===== src/hdl/program_stream_header_length_top_defines.svh =====
// ----------------------------------------------------------------------------
// Assertion macros for the program stream header length block
// Same-cycle-implication and next-cycle-implication checks, empty under SYNTH.
// ----------------------------------------------------------------------------
`ifndef PROGRAM_STREAM_HEADER_LENGTH_TOP_DEFINES_SVH
`define PROGRAM_STREAM_HEADER_LENGTH_TOP_DEFINES_SVH

`ifndef SYNTH
// same-cycle implication
`define PSH_ASSERT_IMPLY(label, clk, rst_n, ante, cons) \
  label: assert property (@(posedge clk) disable iff (!rst_n) (ante) |-> (cons)) \
    else $error("psh assertion failed");
// next-cycle implication
`define PSH_ASSERT_NEXT(label, clk, rst_n, ante, cons) \
  label: assert property (@(posedge clk) disable iff (!rst_n) (ante) |=> (cons)) \
    else $error("psh assertion failed");
`else
`define PSH_ASSERT_IMPLY(label, clk, rst_n, ante, cons)
`define PSH_ASSERT_NEXT(label, clk, rst_n, ante, cons)
`endif

`endif


===== src/hdl/psh_pkg.sv =====
// ----------------------------------------------------------------------------
// psh_pkg
// Types and constants of the program stream header length block.
// ----------------------------------------------------------------------------
package psh_pkg;

  localparam int unsigned BYTE_W    = 8;
  localparam int unsigned LEN_W     = 16;
  localparam int unsigned STATUS_W  = 2;
  localparam int unsigned CFG_IDX_W = 1;
  localparam int unsigned IDX_W     = 4;

  // configuration register indexes
  localparam logic [CFG_IDX_W-1:0] CFG_VIDEO_ID = 1'd0;
  localparam logic [CFG_IDX_W-1:0] CFG_AUDIO_ID = 1'd1;

  localparam logic [BYTE_W-1:0] VIDEO_ID_RST = 8'hE0;
  localparam logic [BYTE_W-1:0] AUDIO_ID_RST = 8'hC0;

  // start code type bytes
  localparam logic [BYTE_W-1:0] SC_PACK     = 8'hBA;
  localparam logic [BYTE_W-1:0] SC_SYSTEM   = 8'hBB;
  localparam logic [BYTE_W-1:0] SC_STREAM_MAP = 8'hBC;
  localparam logic [BYTE_W-1:0] SC_END      = 8'hB9;

  // fixed-field byte positions
  localparam logic [IDX_W-1:0] FIRST_FIELD_IDX = 4'd4;
  localparam logic [IDX_W-1:0] PACK_STUFF_IDX  = 4'd13;
  localparam logic [IDX_W-1:0] PES_LEN_IDX     = 4'd8;
  localparam logic [2:0]       PACK_STUFF_MASK = 3'h7;

  // result status codes
  localparam logic [STATUS_W-1:0] ST_FOUND = 2'd0;
  localparam logic [STATUS_W-1:0] ST_TRUNC = 2'd1;
  localparam logic [STATUS_W-1:0] ST_NONE  = 2'd2;

  typedef enum logic [2:0] {
    PH_HUNT,
    PH_TYPE,
    PH_FIELDS,
    PH_SKIP,
    PH_DONE
  } psh_phase_t;

  typedef enum logic [1:0] {
    KIND_PACK,
    KIND_SYS,
    KIND_PES
  } psh_kind_t;

  typedef struct packed {
    logic [LEN_W-1:0]    head_len;
    logic [STATUS_W-1:0] status;
  } psh_result_t;

endpackage


===== src/hdl/psh_in_if.sv =====
// ----------------------------------------------------------------------------
// psh_in_if
// Byte input channel: valid/ready handshake with byte and end-of-payload flag.
// ----------------------------------------------------------------------------
interface psh_in_if;
  import psh_pkg::*;

  logic              valid;
  logic              ready;
  logic [BYTE_W-1:0] data_byte;
  logic              last_byte;

  modport source (output valid, output data_byte, output last_byte, input ready);
  modport sink   (input valid, input data_byte, input last_byte, output ready);
endinterface


===== src/hdl/psh_out_if.sv =====
// ----------------------------------------------------------------------------
// psh_out_if
// Result channel: valid/ready handshake with header length and status.
// ----------------------------------------------------------------------------
interface psh_out_if;
  import psh_pkg::*;

  logic                valid;
  logic                ready;
  logic [LEN_W-1:0]    head_len;
  logic [STATUS_W-1:0] status;

  modport source (output valid, output head_len, output status, input ready);
  modport sink   (input valid, input head_len, input status, output ready);
endinterface


===== src/hdl/program_stream_header_length_top.sv =====
// A byte is accepted into the input register and steps the parser from there; its result
// word is loaded into the result register when that parse step is taken.
// Throughput: one byte per cycle unless stalled; the single-pass parse step sets it.
// A byte stalls in the input register only while the result register is full and unread.
// Reset (rst_n low, synchronous): parse state cleared, stream ids back to E0 and C0.
// ----------------------------------------------------------------------------
// program_stream_header_length_top
// Finds the first video/audio packet header in a program stream payload and
// reports the header length, or that the header is truncated or absent.
// ----------------------------------------------------------------------------
module program_stream_header_length_top (
  input  logic                          clk,
  input  logic                          rst_n,
  psh_in_if.sink                        in_s,
  psh_out_if.source                     out_s,
  input  logic                          cfg_we,
  input  logic [psh_pkg::CFG_IDX_W-1:0] cfg_idx,
  input  logic [psh_pkg::BYTE_W-1:0]    cfg_wdata
);
  import psh_pkg::*;

  logic [BYTE_W-1:0] video_id_r;
  logic [BYTE_W-1:0] audio_id_r;
  logic              s1_valid_r;
  logic [BYTE_W-1:0] s1_byte_r;
  logic              s1_last_r;
  logic              s1_adv;
  logic              in_ready;
  logic              out_valid_r;
  psh_result_t       out_r;
  logic              res_valid;
  psh_result_t       res;

  // configuration registers
  always_ff @(posedge clk) begin
    if (!rst_n) begin
      video_id_r <= VIDEO_ID_RST;
      audio_id_r <= AUDIO_ID_RST;
    end else if (cfg_we) begin
      unique case (cfg_idx)
        CFG_VIDEO_ID: video_id_r <= cfg_wdata;
        CFG_AUDIO_ID: audio_id_r <= cfg_wdata;
        default: ;
      endcase
    end
  end

  // advance the input word when the result slot is free or draining
  assign s1_adv   = s1_valid_r && (!out_valid_r || out_s.ready);
  assign in_ready = !s1_valid_r || s1_adv;
  assign in_s.ready = in_ready;

  // input register
  always_ff @(posedge clk) begin
    if (!rst_n) begin
      s1_valid_r <= 1'b0;
    end else if (in_ready) begin
      s1_valid_r <= in_s.valid;
    end
  end

  always_ff @(posedge clk) begin
    if (in_ready && in_s.valid) begin
      s1_byte_r <= in_s.data_byte;
      s1_last_r <= in_s.last_byte;
    end
  end

  psh_parser u_parser (
    .clk       (clk),
    .rst_n     (rst_n),
    .step_en   (s1_adv),
    .data_byte (s1_byte_r),
    .last_byte (s1_last_r),
    .video_id  (video_id_r),
    .audio_id  (audio_id_r),
    .res_valid (res_valid),
    .res       (res)
  );

  // result register
  always_ff @(posedge clk) begin
    if (!rst_n) begin
      out_valid_r <= 1'b0;
    end else if (res_valid) begin
      out_valid_r <= 1'b1;
    end else if (out_s.ready) begin
      out_valid_r <= 1'b0;
    end
  end

  always_ff @(posedge clk) begin
    if (res_valid) begin
      out_r <= res;
    end
  end

  assign out_s.valid    = out_valid_r;
  assign out_s.head_len = out_r.head_len;
  assign out_s.status   = out_r.status;

`include "program_stream_header_length_top_defines.svh"

  `PSH_ASSERT_IMPLY(a_len_zero_on_fail, clk, rst_n,
                    out_valid_r && out_r.status != ST_FOUND, out_r.head_len == '0)
  `PSH_ASSERT_IMPLY(a_stall_only_full, clk, rst_n, !in_ready,
                    s1_valid_r && out_valid_r && !out_s.ready)
  `PSH_ASSERT_NEXT(a_result_loaded, clk, rst_n, res_valid, out_valid_r)

endmodule


===== src/hdl/psh_parser.sv =====
// ----------------------------------------------------------------------------
// psh_parser
// Per-byte parse state and the one-step update: start code hunt, header skip,
// packet header length report.
// ----------------------------------------------------------------------------
module psh_parser (
  input  logic                        clk,
  input  logic                        rst_n,
  input  logic                        step_en,
  input  logic [psh_pkg::BYTE_W-1:0]  data_byte,
  input  logic                        last_byte,
  input  logic [psh_pkg::BYTE_W-1:0]  video_id,
  input  logic [psh_pkg::BYTE_W-1:0]  audio_id,
  output logic                        res_valid,
  output psh_pkg::psh_result_t        res
);
  import psh_pkg::*;

  psh_phase_t       phase_r, phase_nxt;
  psh_kind_t        kind_r, kind_nxt;
  logic [1:0]       zrun_r, zrun_nxt;
  logic [IDX_W-1:0] idx_r, idx_nxt;
  logic [LEN_W-1:0] skip_r, skip_nxt;
  logic [LEN_W-1:0] pos_r, pos_nxt;
  logic [LEN_W-1:0] pos_inc;
  logic             hdr_end;
  logic             end_fixed;
  logic             found;
  logic [LEN_W-1:0] skip_dec;

  assign pos_inc  = (pos_r == '1) ? pos_r : pos_r + 16'd1;
  assign skip_dec = (skip_r != '0) ? skip_r - 16'd1 : skip_r;

  // one parse step on the current byte
  always_comb begin
    phase_nxt = phase_r;
    kind_nxt  = kind_r;
    zrun_nxt  = zrun_r;
    idx_nxt   = idx_r;
    skip_nxt  = skip_r;
    pos_nxt   = pos_r;
    hdr_end   = 1'b0;
    end_fixed = 1'b0;
    found     = 1'b0;
    res_valid = 1'b0;
    res       = '{head_len: '0, status: ST_NONE};

    unique case (phase_r)
      PH_HUNT: begin
        if (data_byte == 8'h00) begin
          if (zrun_r != 2'd2) zrun_nxt = zrun_r + 2'd1;
        end else if (data_byte == 8'h01 && zrun_r == 2'd2) begin
          phase_nxt = PH_TYPE;
          zrun_nxt  = 2'd0;
        end else begin
          zrun_nxt = 2'd0;
        end
      end
      PH_TYPE: begin
        idx_nxt  = FIRST_FIELD_IDX;
        skip_nxt = '0;
        priority if (data_byte == SC_PACK) begin
          kind_nxt  = KIND_PACK;
          phase_nxt = PH_FIELDS;
        end else if (data_byte == SC_SYSTEM || data_byte == SC_STREAM_MAP) begin
          kind_nxt  = KIND_SYS;
          phase_nxt = PH_FIELDS;
        end else if (data_byte == SC_END) begin
          phase_nxt = PH_HUNT;
          zrun_nxt  = 2'd0;
        end else if (data_byte == video_id || data_byte == audio_id) begin
          kind_nxt  = KIND_PES;
          phase_nxt = PH_FIELDS;
        end else begin
          // unknown code: resync, a zero may open the next start code
          phase_nxt = PH_HUNT;
          zrun_nxt  = (data_byte == 8'h00) ? 2'd1 : 2'd0;
        end
      end
      PH_FIELDS: begin
        unique case (kind_r)
          KIND_PACK: begin
            if (idx_r >= PACK_STUFF_IDX) begin
              skip_nxt  = {13'd0, data_byte[2:0] & PACK_STUFF_MASK};
              end_fixed = 1'b1;
            end
          end
          KIND_SYS: begin
            if (idx_r == FIRST_FIELD_IDX) begin
              skip_nxt = {data_byte, 8'h00};
            end else begin
              skip_nxt  = {skip_r[15:8], data_byte};
              end_fixed = 1'b1;
            end
          end
          KIND_PES: begin
            if (idx_r >= PES_LEN_IDX) begin
              skip_nxt  = {8'h00, data_byte};
              end_fixed = 1'b1;
            end
          end
          default: ;
        endcase
        if (end_fixed) begin
          if (skip_nxt == '0) hdr_end = 1'b1;
          else phase_nxt = PH_SKIP;
        end else begin
          idx_nxt = idx_r + 4'd1;
        end
      end
      PH_SKIP: begin
        skip_nxt = skip_dec;
        if (skip_dec == '0) hdr_end = 1'b1;
      end
      PH_DONE: ;
      default: ;
    endcase

    // header finished: packet headers report, others resume hunting
    if (hdr_end) begin
      phase_nxt = PH_HUNT;
      zrun_nxt  = 2'd0;
      found     = (kind_r == KIND_PES);
    end

    if (found) begin
      res_valid = 1'b1;
      res       = '{head_len: pos_inc, status: ST_FOUND};
      phase_nxt = PH_DONE;
    end else if (last_byte && phase_r != PH_DONE) begin
      res_valid = 1'b1;
      res.status = (phase_nxt == PH_FIELDS || phase_nxt == PH_SKIP) ? ST_TRUNC : ST_NONE;
    end

    // end of payload clears everything; else advance the position
    if (last_byte) begin
      phase_nxt = PH_HUNT;
      kind_nxt  = KIND_PACK;
      zrun_nxt  = 2'd0;
      idx_nxt   = '0;
      skip_nxt  = '0;
      pos_nxt   = '0;
    end else begin
      pos_nxt = pos_inc;
    end

    if (!step_en) res_valid = 1'b0;
  end

  always_ff @(posedge clk) begin
    if (!rst_n) begin
      phase_r <= PH_HUNT;
      kind_r  <= KIND_PACK;
      zrun_r  <= 2'd0;
      idx_r   <= '0;
      skip_r  <= '0;
      pos_r   <= '0;
    end else if (step_en) begin
      phase_r <= phase_nxt;
      kind_r  <= kind_nxt;
      zrun_r  <= zrun_nxt;
      idx_r   <= idx_nxt;
      skip_r  <= skip_nxt;
      pos_r   <= pos_nxt;
    end
  end

`include "program_stream_header_length_top_defines.svh"

  `PSH_ASSERT_NEXT(a_last_clears, clk, rst_n, step_en && last_byte,
                   phase_r == PH_HUNT && pos_r == '0)
  `PSH_ASSERT_IMPLY(a_skip_nonzero, clk, rst_n, phase_r == PH_SKIP, skip_r != '0)

endmodule


===== src/flat_wrapper.sv =====
// flat-port wrapper written by rule: the top's interface ports become plain ports
module program_stream_header_length_top_flat import psh_pkg::*;
  (clk, rst_n, cfg_we, cfg_idx, cfg_wdata, in_s_valid, in_s_data_byte, in_s_last_byte, in_s_ready, out_s_valid, out_s_head_len, out_s_status, out_s_ready);
  psh_in_if in_s_i ();
  psh_out_if out_s_i ();
  input  logic clk;
  input  logic rst_n;
  input  logic cfg_we;
  input  logic [psh_pkg::CFG_IDX_W-1:0] cfg_idx;
  input  logic [psh_pkg::BYTE_W-1:0] cfg_wdata;
  input wire logic [$bits(in_s_i.valid)-1:0] in_s_valid;
  input wire logic [$bits(in_s_i.data_byte)-1:0] in_s_data_byte;
  input wire logic [$bits(in_s_i.last_byte)-1:0] in_s_last_byte;
  output wire logic [$bits(in_s_i.ready)-1:0] in_s_ready;
  output wire logic [$bits(out_s_i.valid)-1:0] out_s_valid;
  output wire logic [$bits(out_s_i.head_len)-1:0] out_s_head_len;
  output wire logic [$bits(out_s_i.status)-1:0] out_s_status;
  input wire logic [$bits(out_s_i.ready)-1:0] out_s_ready;
  assign in_s_i.valid = in_s_valid;
  assign in_s_i.data_byte = in_s_data_byte;
  assign in_s_i.last_byte = in_s_last_byte;
  assign in_s_ready = in_s_i.ready;
  assign out_s_valid = out_s_i.valid;
  assign out_s_head_len = out_s_i.head_len;
  assign out_s_status = out_s_i.status;
  assign out_s_i.ready = out_s_ready;
  program_stream_header_length_top u_core (.clk(clk), .rst_n(rst_n), .in_s(in_s_i), .out_s(out_s_i), .cfg_we(cfg_we), .cfg_idx(cfg_idx), .cfg_wdata(cfg_wdata));
endmodule

===== config.mk =====
export PLATFORM = sky130hd
export DESIGN_NAME = program_stream_header_length_top_flat
export DESIGN_NICKNAME = d
export VERILOG_FILES = /design/src/hdl/psh_pkg.sv /design/src/hdl/psh_in_if.sv /design/src/hdl/psh_out_if.sv /design/src/hdl/program_stream_header_length_top.sv /design/src/hdl/psh_parser.sv /design/src/flat_wrapper.sv
export VERILOG_INCLUDE_DIRS = /design/src /design/src/hdl
export SDC_FILE = /design/constraint.sdc
export NUM_CORES = 1
export LEC_CHECK = 0
export BUFFER_PORTS_ARGS = -buffer_cell sky130_fd_sc_hd__buf_4
export CAP_MARGIN = 5
export CORE_AREA = 2 2 113 104
export CTS_BUF_LIST = sky130_fd_sc_hd__clkbuf_4 sky130_fd_sc_hd__clkbuf_8
export DETAILED_ROUTE_END_ITERATION = 10
export DIE_AREA = 0 0 115 106
export MAX_ROUTING_LAYER = met4
export PLACE_DENSITY = 0.7
export SLEW_MARGIN = 25
export SYNTH_ARGS = -nofsm -noshare
export SYNTH_HDL_FRONTEND = slang
export SYNTH_HIERARCHICAL = 1
export SYNTH_SLANG_ARGS = --single-unit
export TNS_END_PERCENT = 20

===== constraint.sdc =====
create_clock -name clk -period 3.8 [get_ports clk]
set_clock_uncertainty 0.2 [all_clocks]
set_input_delay 0.57 -clock clk [delete_from_list [all_inputs] [get_ports clk]]
set_output_delay 0.57 -clock clk [all_outputs]
set_load 0.1 [all_outputs]

**After elaboration in Yosys (flattened, before gate mapping)**

Cells that the tools add are included.

- Register bits after elaboration: 88
- Output and inout bits: 20
- Logic and storage cells: 136
- Bits of input ports: 23

- $lt $le $gt $ge: 2
- Eq/ne operators: 25
- Reductions and logical operators: 30
- Bitwise logic cells: 2
- Add/sub/neg operators: 4
- Muxes and demuxes: 58

Operators by type and width:

| cell | number |
|---|---|
| $mux 16 | 8 |
| $pmux 16 s3 | 2 |
| $mux 2 | 20 |
| $eq 8x8->1 const B | 4 |
| $logic_not 16->1 | 2 |
| $mux 3 | 7 |
| $add 16x1->16 const B | 1 |
| $eq 16x16->1 const B | 1 |
| $eq 8x8->1 | 2 |
| $reduce_bool 16->1 | 1 |
| $sub 16x1->16 const B | 1 |
| $mux 1 | 14 |
| $eq 3x2->1 const B | 4 |
| $ne 4x3->1 const B | 3 |
| $reduce_bool 4->1 | 3 |
| $ne 5x4->1 const B | 2 |
| $pmux 3 s3 | 1 |
| $eq 8x1->1 const B | 1 |
| $ge 4x4->1 const B | 2 |
| $logic_not 8->1 | 1 |
| $mux 4 | 2 |
| $pmux 4 s2 | 1 |
| $reduce_and 2->1 | 3 |
| $reduce_and 6->1 | 1 |
| other kinds (23) | 34 |

**Logic depth before layout (Yosys ltp)**

- Depth in word-level cells: 13
- Gate-level depth with buffers: 11
- Depth with buffers taken out: 11

**Modules after synthesis**

Netlist, hierarchy kept.

By module, submodules not included:

| module | times used | cells each | area each (um^2) | seq. area each (um^2) |
|---|---|---|---|---|
| psh_parser | 1 | 532 | 3,838.7 | 860.8 |
| program_stream_header_length_top | 1 | 103 | 1,529.0 | 1,171.1 |

**Worst setup path after synthesis**

Ideal clock, no wire load.

- Path kind: register to register
- From: register u_core.u_parser.skip_r[0]
- To: register u_core.out_r, in the netlist u_core/out_s.head_len[0] (enable)
- Library setup time: 0.401 ns
- Period minus slack after synthesis: 3.942 ns
- Cell stages (with the launch flop): 11
- Path slack: -0.142 ns
- Arrival time: 3.341 ns
- Cells stage by stage: dfxtp_1 -> inv_1 -> ha_1 -> nor4b_4 -> nand3_1 -> a2bb2oi_1 -> nor4_1 -> nand3_1 -> o41ai_2 -> nand2_2 -> a21oi_1

- Longest elaborated chain between the ends: 10

Ends and longest elaborated chain:

| what | RTL line | source |
|---|---|---|
| from (decl) | psh_parser.sv:23 | `logic [LEN_W-1:0] skip_r, skip_nxt;` |
| from (signal assigned) | psh_parser.sv:163 | `skip_r <= skip_nxt;` |
| parallel branches: the longest is 6 deep, another holds $sub 16x1->16 | -- |  |
| $pmux 1 s2 * | psh_parser.sv:48 | `unique case (phase_r)` |
| $mux 1 * | psh_parser.sv:120 | `if (hdr_end) begin` |
| $mux 1 * | psh_parser.sv:126 | `if (found) begin` |
| $mux 1 * | psh_parser.sv:147 | `if (!step_en) res_valid = 1'b0;` |
| net u_core.res_valid | program_stream_header_length_top.sv:31 | `logic res_valid;` |
| to (signal assigned) | program_stream_header_length_top.sv:94 | `out_r <= res;` |
| to (decl) | program_stream_header_length_top.sv:30 | `psh_result_t out_r;` |

Mark *: on every way through the listed nets, which the timed path passes. The select of a mux whose other input is x is not followed.
A chain may end at the register's enable or synchronous reset.

**Final worst setup path**

- From: register u_core.u_parser.skip_r[0]
- To: register u_core.out_r, in the netlist u_core/out_s.status[1] (enable)

The elaborated chain is that of the path after synthesis.

==> reports/metrics.cfg <==
[status]
status=completed

[worst_setup_path]
worstPathArrival_ps=3420
ff2ff_path_depth=11
start_kind=flop
worstPathMaxFanout=6
cp.required_ps=3700
critPathKind=flop to flop
crit_path_end_kind=flop

[synthesis]
yosysWarnings=6
synthArstFlopShare_pct=0
synth_edf_count=27
syn_area_per_cell_um2=8.453
syn-instance-count=635
ys.flop_type=dfxtp_1
syn-cell-area_mm2=0.005368
syn_nets=664
ys_seq_area_share_pct=37.86
ys_ff_latch=88
ys_types=65

[timing]
hold_ws_ps=165.6
setup_viol=0
fmax_mhz=283.5
drv_slew=0
slew_headroom_pct=37.12
period_share_pct=92.83
min_period_ps=3527
final.setup.tns_ps=0
hold_viol_final=0
worst_pin_slew_ps=943.3
rsz0062_at_grt=false

[global_routing]
grt_overflow=0
grt_util_all_layers_pct=24.81
grt_max_degree=67
grt_pass1_wl_um=23160
grt_pass1_vias=4622
antenna_found_initial=0

[run]
drv_cap=0

[floorplan]
std_cell_rows=37
dieArea_mm2=0.01219
pin_count=43
core_region_area_mm2=0.01111
initial_core_util_pct=48.31
dieWidth_um=115
die_h_um=106

[clocking]
cts_tree=yes
clk_latency_ps=380
cts.clk_slew.worst_paths_ps=80
clockBufferDepth=2
cts_made_buffers=9
cts_sinks=88
cts_htree_levels=3
ctsRootBufferMaster=clkbuf_8

[hold_path]
worstHoldPathType=input pin to flop
worstHoldPathCells=1

[finish]
ff_latch_area_mm2=0.002032
mostFrequentLayoutCells=nand2_1, dfxtp_1, buf_4, nor2_1, o21ai_0
multiInputGateArea_mm2=0.003079
layout_commonest_cell=nand2_1
n_antenna_cell=0
area_growth_pct=12.33
layout-drive-gt1-share_pct=14.05
fillers=1032
nets=693

[route]
routed_via_density=6.112
drtPass1Iterations=5
antenna_left=0
drtIter0Drc=510
wl_um=14130
dr_total_vias=4920
wire_per_inst_um=17.55
drc=0

[power]
p_leak_nw=2.268
p_per_area_mw_per_mm2=309.9
vdd_drop_max_uv=279.1

[placement]
dp_hpwl_um=9881
routabilityCongestion=0.9558
io_buffers=42

final timing paths:
check / from / end / slack (ps)
worst max-delay path: u_core/u_parser/skip_r[0] / u_core/out_s.status[1] / 270
worst min-delay path: in_s_data_byte[0] / u_core/s1_byte_r[0] / 170
worst max register to register: u_core/u_parser/skip_r[0] / u_core/out_s.status[1] / 270
worst min register to register: u_core/video_id_r[2] / u_core/video_id_r[2] / 280
worst max-delay path, stage by stage, from the launching register on:
cell and delay, ps:
dfxtp_1 370, inv_1 140, ha_1 240, nor4b_4 390, nand3_1 160, a2bb2oi_1 200, nor4_1 360, nand3_1 190
o41ai_4 460, nand2_2 110, a21oi_2 230, buf_4 190
repair_timing:
item,in CTS,in global routing
setup buffers,0,1
setup endpoints to repair,0,18
hold buffers,0,0
resized for setup,0,1
report_power, final:
| part | switching, mW | leakage (nW) | internal (mW) |
|---|---|---|---|
| clock network | 0.330 | 0.109 | 0.353 |
| registers | 0.0290 | 0.765 | 0.987 |
| logic | 0.106 | 1.39 | 0.0637 |
sequential cells by signal, indices dropped and copies added, names as in the netlist:
register / count
u_core/out_s.head_len: 16
u_core/u_parser/pos_r: 16
u_core/u_parser/skip_r: 16
u_core/audio_id_r: 8
u_core/s1_byte_r: 8
u_core/video_id_r: 8
u_core/u_parser/idx_r: 4
u_core/u_parser/phase_r: 3
u_core/out_s.status: 2
u_core/u_parser/kind_r: 2
u_core/u_parser/zrun_r: 2
u_core/out_s.valid: 1
u_core/s1_last_r: 1
u_core/s1_valid_r: 1
synth_stat cells (3+ instances only):
library cell  number  area share, %
a21boi_0          12            1.7
a21o_1             4           0.56
a21oi_1           25            2.3
a22oi_1           28            3.9
a31oi_1            3           0.35
and2_1             4           0.47
and3_1             9            1.0
and3b_1            3           0.49
and4_1             3           0.49
buf_2              6           0.56
buf_6              3           0.63
clkbuf_1          31            2.2
dfxtp_1           61             23
edfxtp_1          27             15
ha_1               6            1.4
inv_1             23            1.6
mux2_2             3           0.63
mux2i_1           17            3.2
nand2_1           69            4.8
nand2b_1           7           0.82
nand3_1           19            1.8
nand3b_1           8            1.1
nand4_1           10            1.2
nor2_1            46            3.2
nor2b_1           28            3.3
nor3_1            22            2.1
nor3b_1            3           0.42
nor4_1            14            1.6
o211ai_1           6           0.84
o21a_1             8            1.1
o21ai_0           35            3.3
o21ai_1            3           0.28
o22ai_1           11            1.3
o41ai_2            3           0.91
or3_1              5           0.58
or4_1              4           0.56
xnor2_1           10            1.6
xor2_1            20            3.3
stage by stage:
stage	worst slack (ps)	total power, mW	area, um2	cells	util, %
final	272.5	1.869	6030	805	54.27
after floorplan	215.1	1.144	5371	635	-
after detailed placement	253.2	1.206	5804	788	52.24
after global routing	44.26	1.948	6030	805	54.27
after CTS	211.0	1.879	6011	804	54.10
after global placement	271.3	1.201	5804	788	52.24
final cells by class:
type	instances	area share (%)
well taps	136	2.822
inverters	23	1.432
flip-flops and latches	88	33.70
clock buffers	14	2.781
multi-input cells	483	51.07
clock inverters	2	0.6433
repair buffers	59	7.553
metal layers:
metal	vias to the layer above	GRT usage, %	wire length, um
met2	169	35.67	6289
li1	2369	-	-
met5	-	-	0
met4	0	9.294	354
met1	2349	34.49	6564
met3	33	5.074	923
cell families (layout without fill, tap and decap cells):
family / count (synthesis) / count (layout) / share of synthesized area (%)
fa+ha+maj: 6 / 6 / 1.399
buf+inv: 64 / 98 / 5.058
xor+xnor: 30 / 30 / 4.895
mux: 20 / 20 / 3.799
simple gates: 270 / 270 / 27.32
flops: 88 / 88 / 37.86
compound gates: 157 / 157 / 19.67
(Power assumes the default switching activity.)
